### src/rtl/core/fpa_pkg.sv
package fpa_pkg;

  // Default numeric format.
  localparam int FRAC_BITS_DEF = 8;
  localparam int WORD_BITS_DEF = 32;

  // Partial remainder width of the divider cells: the divisor magnitude
  // is at most 2^31, so the shifted remainder needs one bit more.
  localparam int REM_W = 33;

  // Status codes.
  localparam logic [1:0] ST_OK   = 2'd0;
  localparam logic [1:0] ST_OVF  = 2'd1;
  localparam logic [1:0] ST_DIV0 = 2'd2;

  typedef enum logic [3:0] {
    OP_ADD      = 4'd0,
    OP_SUB      = 4'd1,
    OP_MUL      = 4'd2,
    OP_DIV      = 4'd3,
    OP_GT       = 4'd4,
    OP_LT       = 4'd5,
    OP_GE       = 4'd6,
    OP_LE       = 4'd7,
    OP_EQ       = 4'd8,
    OP_NE       = 4'd9,
    OP_INC      = 4'd10,
    OP_DEC      = 4'd11,
    OP_MIN      = 4'd12,
    OP_MAX      = 4'd13,
    OP_FROM_INT = 4'd14,
    OP_TO_INT   = 4'd15
  } fpa_op_t;

  // Transaction context that travels alongside the divider chain.
  typedef struct packed {
    fpa_op_t            op;
    logic signed [31:0] res;
    logic               cmp;
    logic [1:0]         st;
    logic               neg;
    logic [31:0]        den;
    logic [63:0]        prod;
  } fpa_side_t;

endpackage

### src/rtl/core/fpa_div_cell.sv
module fpa_div_cell #(
  parameter int NUM_W = 40
) (
  input  logic                          clk,
  input  logic                          rst_n,
  input  logic                          en,
  input  logic                          vld_i,
  input  logic [fpa_pkg::REM_W-1:0]     rem_i,
  input  logic [NUM_W-1:0]              num_i,
  input  logic [NUM_W-1:0]              quo_i,
  input  fpa_pkg::fpa_side_t            side_i,
  output logic                          vld_o,
  output logic [fpa_pkg::REM_W-1:0]     rem_o,
  output logic [NUM_W-1:0]              num_o,
  output logic [NUM_W-1:0]              quo_o,
  output fpa_pkg::fpa_side_t            side_o
);
  import fpa_pkg::*;

  logic [REM_W-1:0] trial;
  logic [REM_W-1:0] den_ext;
  logic             ge;
  logic             vld_r;
  logic [REM_W-1:0] rem_r, rem_nxt;
  logic [NUM_W-1:0] num_r, num_nxt;
  logic [NUM_W-1:0] quo_r, quo_nxt;
  fpa_side_t        side_r;

  // One restoring division step: bring down the next numerator bit.
  assign trial   = {rem_i[REM_W-2:0], num_i[NUM_W-1]};
  assign den_ext = {1'b0, side_i.den};
  assign ge      = (trial >= den_ext);
  assign rem_nxt = ge ? (trial - den_ext) : trial;
  assign num_nxt = {num_i[NUM_W-2:0], 1'b0};
  assign quo_nxt = {quo_i[NUM_W-2:0], ge};

  // Valid bit of this stage.
  always_ff @(posedge clk) begin
    if (!rst_n) begin
      vld_r <= 1'b0;
    end else if (en) begin
      vld_r <= vld_i;
    end
  end

  // Payload of this stage.
  always_ff @(posedge clk) begin
    if (en) begin
      rem_r  <= rem_nxt;
      num_r  <= num_nxt;
      quo_r  <= quo_nxt;
      side_r <= side_i;
    end
  end

  assign vld_o  = vld_r;
  assign rem_o  = rem_r;
  assign num_o  = num_r;
  assign quo_o  = quo_r;
  assign side_o = side_r;

endmodule

### config.mk
export PLATFORM = sky130hd
export DESIGN_NAME = fpa_div_cell
export DESIGN_NICKNAME = d
export VERILOG_FILES = /design/src/rtl/core/fpa_pkg.sv /design/src/rtl/core/fpa_div_cell.sv
export SDC_FILE = /design/constraint.sdc
export NUM_CORES = 1
export LEC_CHECK = 0
export ABC_AREA = 0
export BUFFER_PORTS_ARGS = -buffer_cell sky130_fd_sc_hd__buf_2
export CORE_AREA = 4 4 192 194
export DETAILED_ROUTE_END_ITERATION = 6
export DIE_AREA = 0 0 196 198
export SLEW_MARGIN = 20
export SYNTH_ARGS = -nofsm -noshare
export SYNTH_HDL_FRONTEND = slang
export SYNTH_SLANG_ARGS = --single-unit
### constraint.sdc
create_clock -name clk -period 3.8 [get_ports clk]
set_input_delay 0.76 -clock clk [delete_from_list [all_inputs] [get_ports clk]]
set_output_delay 0.76 -clock clk [all_outputs]
set_load 0.005 [all_outputs]
==> impl_metrics.tcl, run 1 <==
set metrics [dict create \
    status "finished clean" \
    ant_nets 0 \
    initial_core_util_pct 28.16 \
    drtPass1Iterations 4 \
    die_w_um 196 \
    synth.cell_area_um2 9921 \
    synth_nets 915 \
    ctsHoldBuffers 0 \
    grt_max_degree 85 \
    reg2reg_from "vld_o" \
    cp_num_buf_inv 2 \
    worstRegToRegCells 2 \
    totalNegativeSetupSlack_ns 0 \
    slowest_delay_ns 0.42 \
    yosysUniqueCellTypes 62 \
    die_area_um2 38810 \
    drc 0 \
    die_h_um 198 \
    crit_fanout 6 \
    clk_latency_ns 0.55 \
    syn_area_per_cell_um2 15.77 \
    final_cell_mix "buf_2, edfxtp_1, nand2_1" \
    grt_pass1_wl_um 44640 \
    antenna_found_initial 6 \
    vdd_drop_max_uv 326.1 \
    fin_cells 1633 \
    setup_viol 0 \
    synth_area_leaders "edfxtp_1, ha_1, o21ai_0" \
    cp-end-kind "register" \
    yosysTopAreaCell "edfxtp_1" \
    ys_ff_latch 249 \
    grt_pass1_vias 7203 \
    dp.cells 1582 \
    crit_path_start_kind "input pin" \
    clock.fmax_ghz 0.3374 \
    ys_dominant_reg_cell "edfxtp_1" \
    place_congestion 0.8068 \
    clock_path_buffers 3 \
    vias 7109 \
    min_period_over_period_pct 78.00 \
    required_ns 4.08 \
    portBuffers 499 \
    clkSinkCount 249 \
    rrSetupSlack_ns 3.21 \
    finalWirelength_um 31760 \
    finalHoldViolCount 0 \
    rows 69 \
    drive_gt1_share_pct 48.29 \
    layout_commonest_cell "buf_2" \
    maxSlewHeadroom_pct 55.13 \
    min_to "num_o[18]" \
    pin_count 503 \
    cap_violations 0 \
    min_from "num_i[17]" \
    final_max_slew_viol_count 0 \
    synth_top_area_share_pct 75.07 \
    synth_async_sr_flop_share_pct 0 \
    clkTransAtPathRegs_ns 0.06 \
    synthCells 629 \
    postCtsSetupBuffers 0 \
    cts_root_buf "clkbuf_16" \
    area_growth_pct 40.19 \
    crit_family "compound AO/OA/AOI/OAI gates" \
    path_cells "buf_2, inv_1, ha_1, fa_1, nor2b_1, o21bai_1, nand2_1, a211oi_2, a2111oi_2, o21ai_2, o21ai_1, mux2_2" \
    cts_resized 0 \
    tritoncts "yes" \
    synth-edff-count 248 \
    arrival_ns 3.25 \
    rr_endpoint "vld_o" \
    holdPathStages 1 \
    grt_use_total_pct 15.10 \
    num-nets-final 1436 \
    core_um2 35220 \
    fin_crit_ns 2.964 \
    grt_overflow 0 \
    slowest_stage "a2111oi_2" \
    p_leak_nw 6.083 \
    worst_slew_pin_slew_ns 0.6731 \
    drtIter0Drc 238 \
    yosys_warnings 0 \
    criticalPathCategory "input pin to register" \
    fin_worst_skew_ns 0 \
    rsz0062_at_grt "false" \
    hold_path.class "input pin to register" \
    dp_hpwl_um 25260 \
    cts_made_buffers 27 \
    h-tree-depth 1 \
    pwr_density_cell_nw_per_um2 500.2 \
    routedWlPerCell_um 19.45 \
    synth-seq-area-share_pct 75.27 \
    viasPerCell 4.353 \
]
where the power goes:
| group | internal, W | switching [W] | leakage, nW | total [W] |
|---|---|---|---|---|
| registers | 0.00332 | 0.0000579 | 2.43 | 0.00338 |
| clock network | 0.00150 | 0.00108 | 0.421 | 0.00258 |
| logic | 0.000443 | 0.000555 | 3.23 | 0.000998 |
| total | 0.00526 | 0.00169 | 6.08 | 0.00696 |
metrics by stage:
step                      hold slack [ns]  instance area, um2  util (%)  worst slack (ns)  power (W)
after floorplan                    0.5073                9921         -            0.7296   0.003852
after global placement             0.4966               13030     37.00            0.2783   0.004435
after detailed placement           0.5127               13030     37.00            0.2404   0.004454
after CTS                          0.3380               13900     39.47            0.8240   0.007084
after global routing               0.3399               13910     39.48            0.6841   0.007305
final                              0.3824               13910     39.49            0.8361   0.006957
cell usage after synthesis (all sizes together) (8+ instances only):
cell	number
a21oi	27
edfxtp	248
a211oi	8
nor2	20
nand2b	8
o21ai	51
ha	32
nand3	8
a21o	19
buf	11
xnor2	9
nand2	58
inv	39
xor2	18
registers in the layout, summed over array words and instances (netlist names):
name	count
num_o	39
side_o	136
vld_o	1
rem_o	33
quo_o	40
routing by layer:
metal / GRT usage (%) / part of all wire, % / up-vias
li1: - / - / 3419
met5: 0 / 0.085 / -
met2: 27.62 / 52 / 290
met1: 17.00 / 37 / 3353
met3: 4.747 / 8.6 / 43
met4: 4.267 / 2.4 / 4
worst max path at each step:
stage           endpoint  cells past startpoint       from  slack, ns
6_report       rem_o[32]                     12  num_i[39]       0.84
5_1_grt        rem_o[32]                     12  num_i[39]       0.68
4_1_cts        rem_o[32]                     12  num_i[39]       0.82
3_5_place_dp   rem_o[32]                     12  num_i[39]       0.24
3_3_place_gp   rem_o[32]                     12  num_i[39]       0.28
2_1_floorplan  rem_o[32]                     11  num_i[39]       0.73
kinds of logic (layout without fill, tap and decap cells):
| kind of cell | after synthesis | in the layout | synth area share, % |
|---|---|---|---|
| muxes | 2 | 2 | 0.2144 |
| buffers and inverters | 55 | 596 | 2.409 |
| and+or+nand+nor | 126 | 126 | 6.066 |
| other | 1 | 3 | 0.03780 |
| adders and majority gates | 33 | 33 | 4.238 |
| AOI/OAI and AO/OA | 136 | 136 | 9.383 |
| DFF | 249 | 249 | 75.27 |
| xor gates and xnor gates | 27 | 27 | 2.384 |
area by class of cell:
| type | count | area (um2) |
|---|---|---|
| timing repair buffer | 508 | 2625 |
| fill | 3426 | 21320 |
| antenna | 2 | 5.005 |
| tap | 461 | 576.8 |
| inverter | 39 | 146.4 |
| clock inverter | 14 | 135.1 |
| multi-input combinational | 325 | 2217 |
| clock buffer | 35 | 735.7 |
| sequential | 249 | 7467 |
Power figures use the tool's default switching activity.
==> run 2: changes to the inputs <==
--- a/config.mk
+++ b/config.mk
@@ -7,9 +7,9 @@
 export LEC_CHECK = 0
 export ABC_AREA = 0
 export BUFFER_PORTS_ARGS = -buffer_cell sky130_fd_sc_hd__buf_2
-export CORE_AREA = 4 4 192 194
+export CORE_AREA = 4 4 191 193
 export DETAILED_ROUTE_END_ITERATION = 6
-export DIE_AREA = 0 0 196 198
+export DIE_AREA = 0 0 195 197
 export SLEW_MARGIN = 20
 export SYNTH_ARGS = -nofsm -noshare
 export SYNTH_HDL_FRONTEND = slang
==> constraint.sdc (replaced) <==
create_clock -name clk -period 2.54 [get_ports clk]
set_input_delay 0.508 -clock clk [delete_from_list [all_inputs] [get_ports clk]]
set_output_delay 0.508 -clock clk [all_outputs]
set_load 0.005 [all_outputs]
==> run 2 against run 1 <==
Against the previous run: final cell count increased by 5.6%; register-to-register slack got worse by 1.3 ns; worst setup slack lost 0.66 ns; utilization increased by 3.0 points; clock power grew 53%; critical path type unchanged; critical path depth is the same.
==> impl_metrics.tcl, run 2 (synthesis gave the netlist of run 1 again) <==
set metrics [dict create \
    dp.cells 1670 \
    vias 7492 \
    largest_reg_flops 136 \
    seqCellArea_um2 7467 \
    fin_util_pct 42.53 \
    viasPerCell 4.343 \
    area_growth_pct 48.08 \
    fin_cells 1725 \
    die_h_um 197 \
    die_area_um2 38420 \
    power_w 0.01069 \
    cts_resized 0 \
    p_sw_w 0.002663 \
    grt_pass1_wl_um 46340 \
    dp_hpwl_um 26140 \
    grt_max_degree 61 \
    final_cell_mix "buf_2, edfxtp_1, buf_4" \
    criticalPathCategory "input pin to register" \
    power.internal_w 0.008028 \
    grt_pass1_vias 7649 \
    vdd_drop_max_uv 488.6 \
    h-tree-depth 1 \
    portBuffers 499 \
    die_w_um 195 \
    clk_latency_ns 0.56 \
    setup_viol 0 \
    ctsHoldBuffers 0 \
    clkSinkCount 249 \
    grt_overflow 0 \
    arrival_ns 2.66 \
    crit_path_start_kind "input pin" \
    fin_worst_skew_ns 0 \
    hold_path.class "input pin to register" \
    rows 68 \
    tritoncts "yes" \
    finalHoldViolCount 0 \
    routedWlPerCell_um 18.81 \
    min_period_over_period_pct 92.91 \
    drive_gt1_share_pct 52.57 \
    pin_count 503 \
    p_leak_nw 6.554 \
    antenna_found_initial 8 \
    cp-end-kind "register" \
    switching_share_pct 24.91 \
    drc 0 \
    clock_path_buffers 3 \
    num-nets-final 1531 \
    finalWirelength_um 32450 \
    fill_cells 3307 \
    cts_made_buffers 28 \
    combPwrFrac_pct 15.8 \
    cap_violations 0 \
    core_um2 34540 \
    drtPass1Iterations 4 \
    fin_crit_ns 2.360 \
    p_seq_share_pct 47.3 \
    pwr_density_cell_nw_per_um2 727.8 \
    status "finished clean" \
    cts_root_buf "clkbuf_16" \
    place_congestion 0.8318 \
    layout_commonest_cell "buf_2" \
    ant_nets 0 \
    drtIter0Drc 345 \
    rsz0062_at_grt "false" \
    grt_use_total_pct 15.62 \
    final_max_slew_viol_count 0 \
    required_ns 2.84 \
    clkTransAtPathRegs_ns 0.06 \
    multiInputGateArea_um2 2245 \
    postCtsSetupBuffers 0 \
    crit_fanout 3 \
    totalNegativeSetupSlack_ns 0 \
    initial_core_util_pct 28.72 \
    clock.fmax_ghz 0.4237 \
    power_frac_clock_pct 36.9 \
]
[run 2: cell count changes in the layout (fill, tap and decap cells not counted), moves of 2 or more]
cell      before  now
buf_4          5   98
clkbuf_8       3    0
clkinv_1       4    7
ha_1          32   30
[run 2: metrics by stage]
stage	cell area, um2	setup WS [ns]	hold slack (ns)
finish	14690	0.1801	0.1179
global route	14690	0.03510	0.07400
CTS	14670	0.1898	0.08529
detailed placement	13770	-0.4133	0.5171
global placement	13770	-0.4013	0.5001
floorplan	9947	-0.1167	0.5073
[run 2: worst max-delay path, cell delays in order]
cell	delay, ns
buf_2	0.14
inv_8	0.03
ha_4	0.15
fa_2	0.37
nor2b_1	0.16
o21bai_1	0.12
nand2_1	0.11
a211oi_2	0.10
a2111oi_2	0.37
o21ai_2	0.11
o21ai_1	0.15
mux2_2	0.34
[run 2: per-layer routing]
| layer | GRT usage (%) | wire [um] | vias up |
|---|---|---|---|
| met2 | 28.56 | 16960 | 301 |
| met4 | 5.405 | 1023 | 6 |
| met5 | 0 | 43 | - |
| met3 | 6.051 | 2934 | 63 |
| met1 | 16.44 | 11490 | 3516 |
| li1 | - | - | 3606 |
[run 2: worst paths after layout]
kind / startpoint / end / cells after the start / slack [ns]
min reg2reg: vld_o / vld_o / 2 / 0.53
max reg2reg: vld_o / vld_o / 2 / 1.95
max: num_i[39] / rem_o[32] / 12 / 0.18
min: quo_i[18] / quo_o[19] / 1 / 0.12
[run 2: power groups by stage]
stage | Clock, W | Combinational [W] | Sequential (W)
after global routing | 0.00427 | 0.00186 | 0.00509
after floorplan | 0 | 0.000564 | 0.00520
after CTS | 0.00406 | 0.00173 | 0.00506
after global placement | 0 | 0.00170 | 0.00514
after detailed placement | 0 | 0.00172 | 0.00514
final | 0.00394 | 0.00169 | 0.00506
[run 2: area by class of cell]
cell class                 instances  area share (%)
antenna                            3         0.05110
inverter                          39           1.048
clock inverter                    20           1.286
clock buffer                      32           4.872
timing repair buffer             602           22.76
sequential                       249           50.83
multi-input combinational        325           15.28
tap                              455           3.875
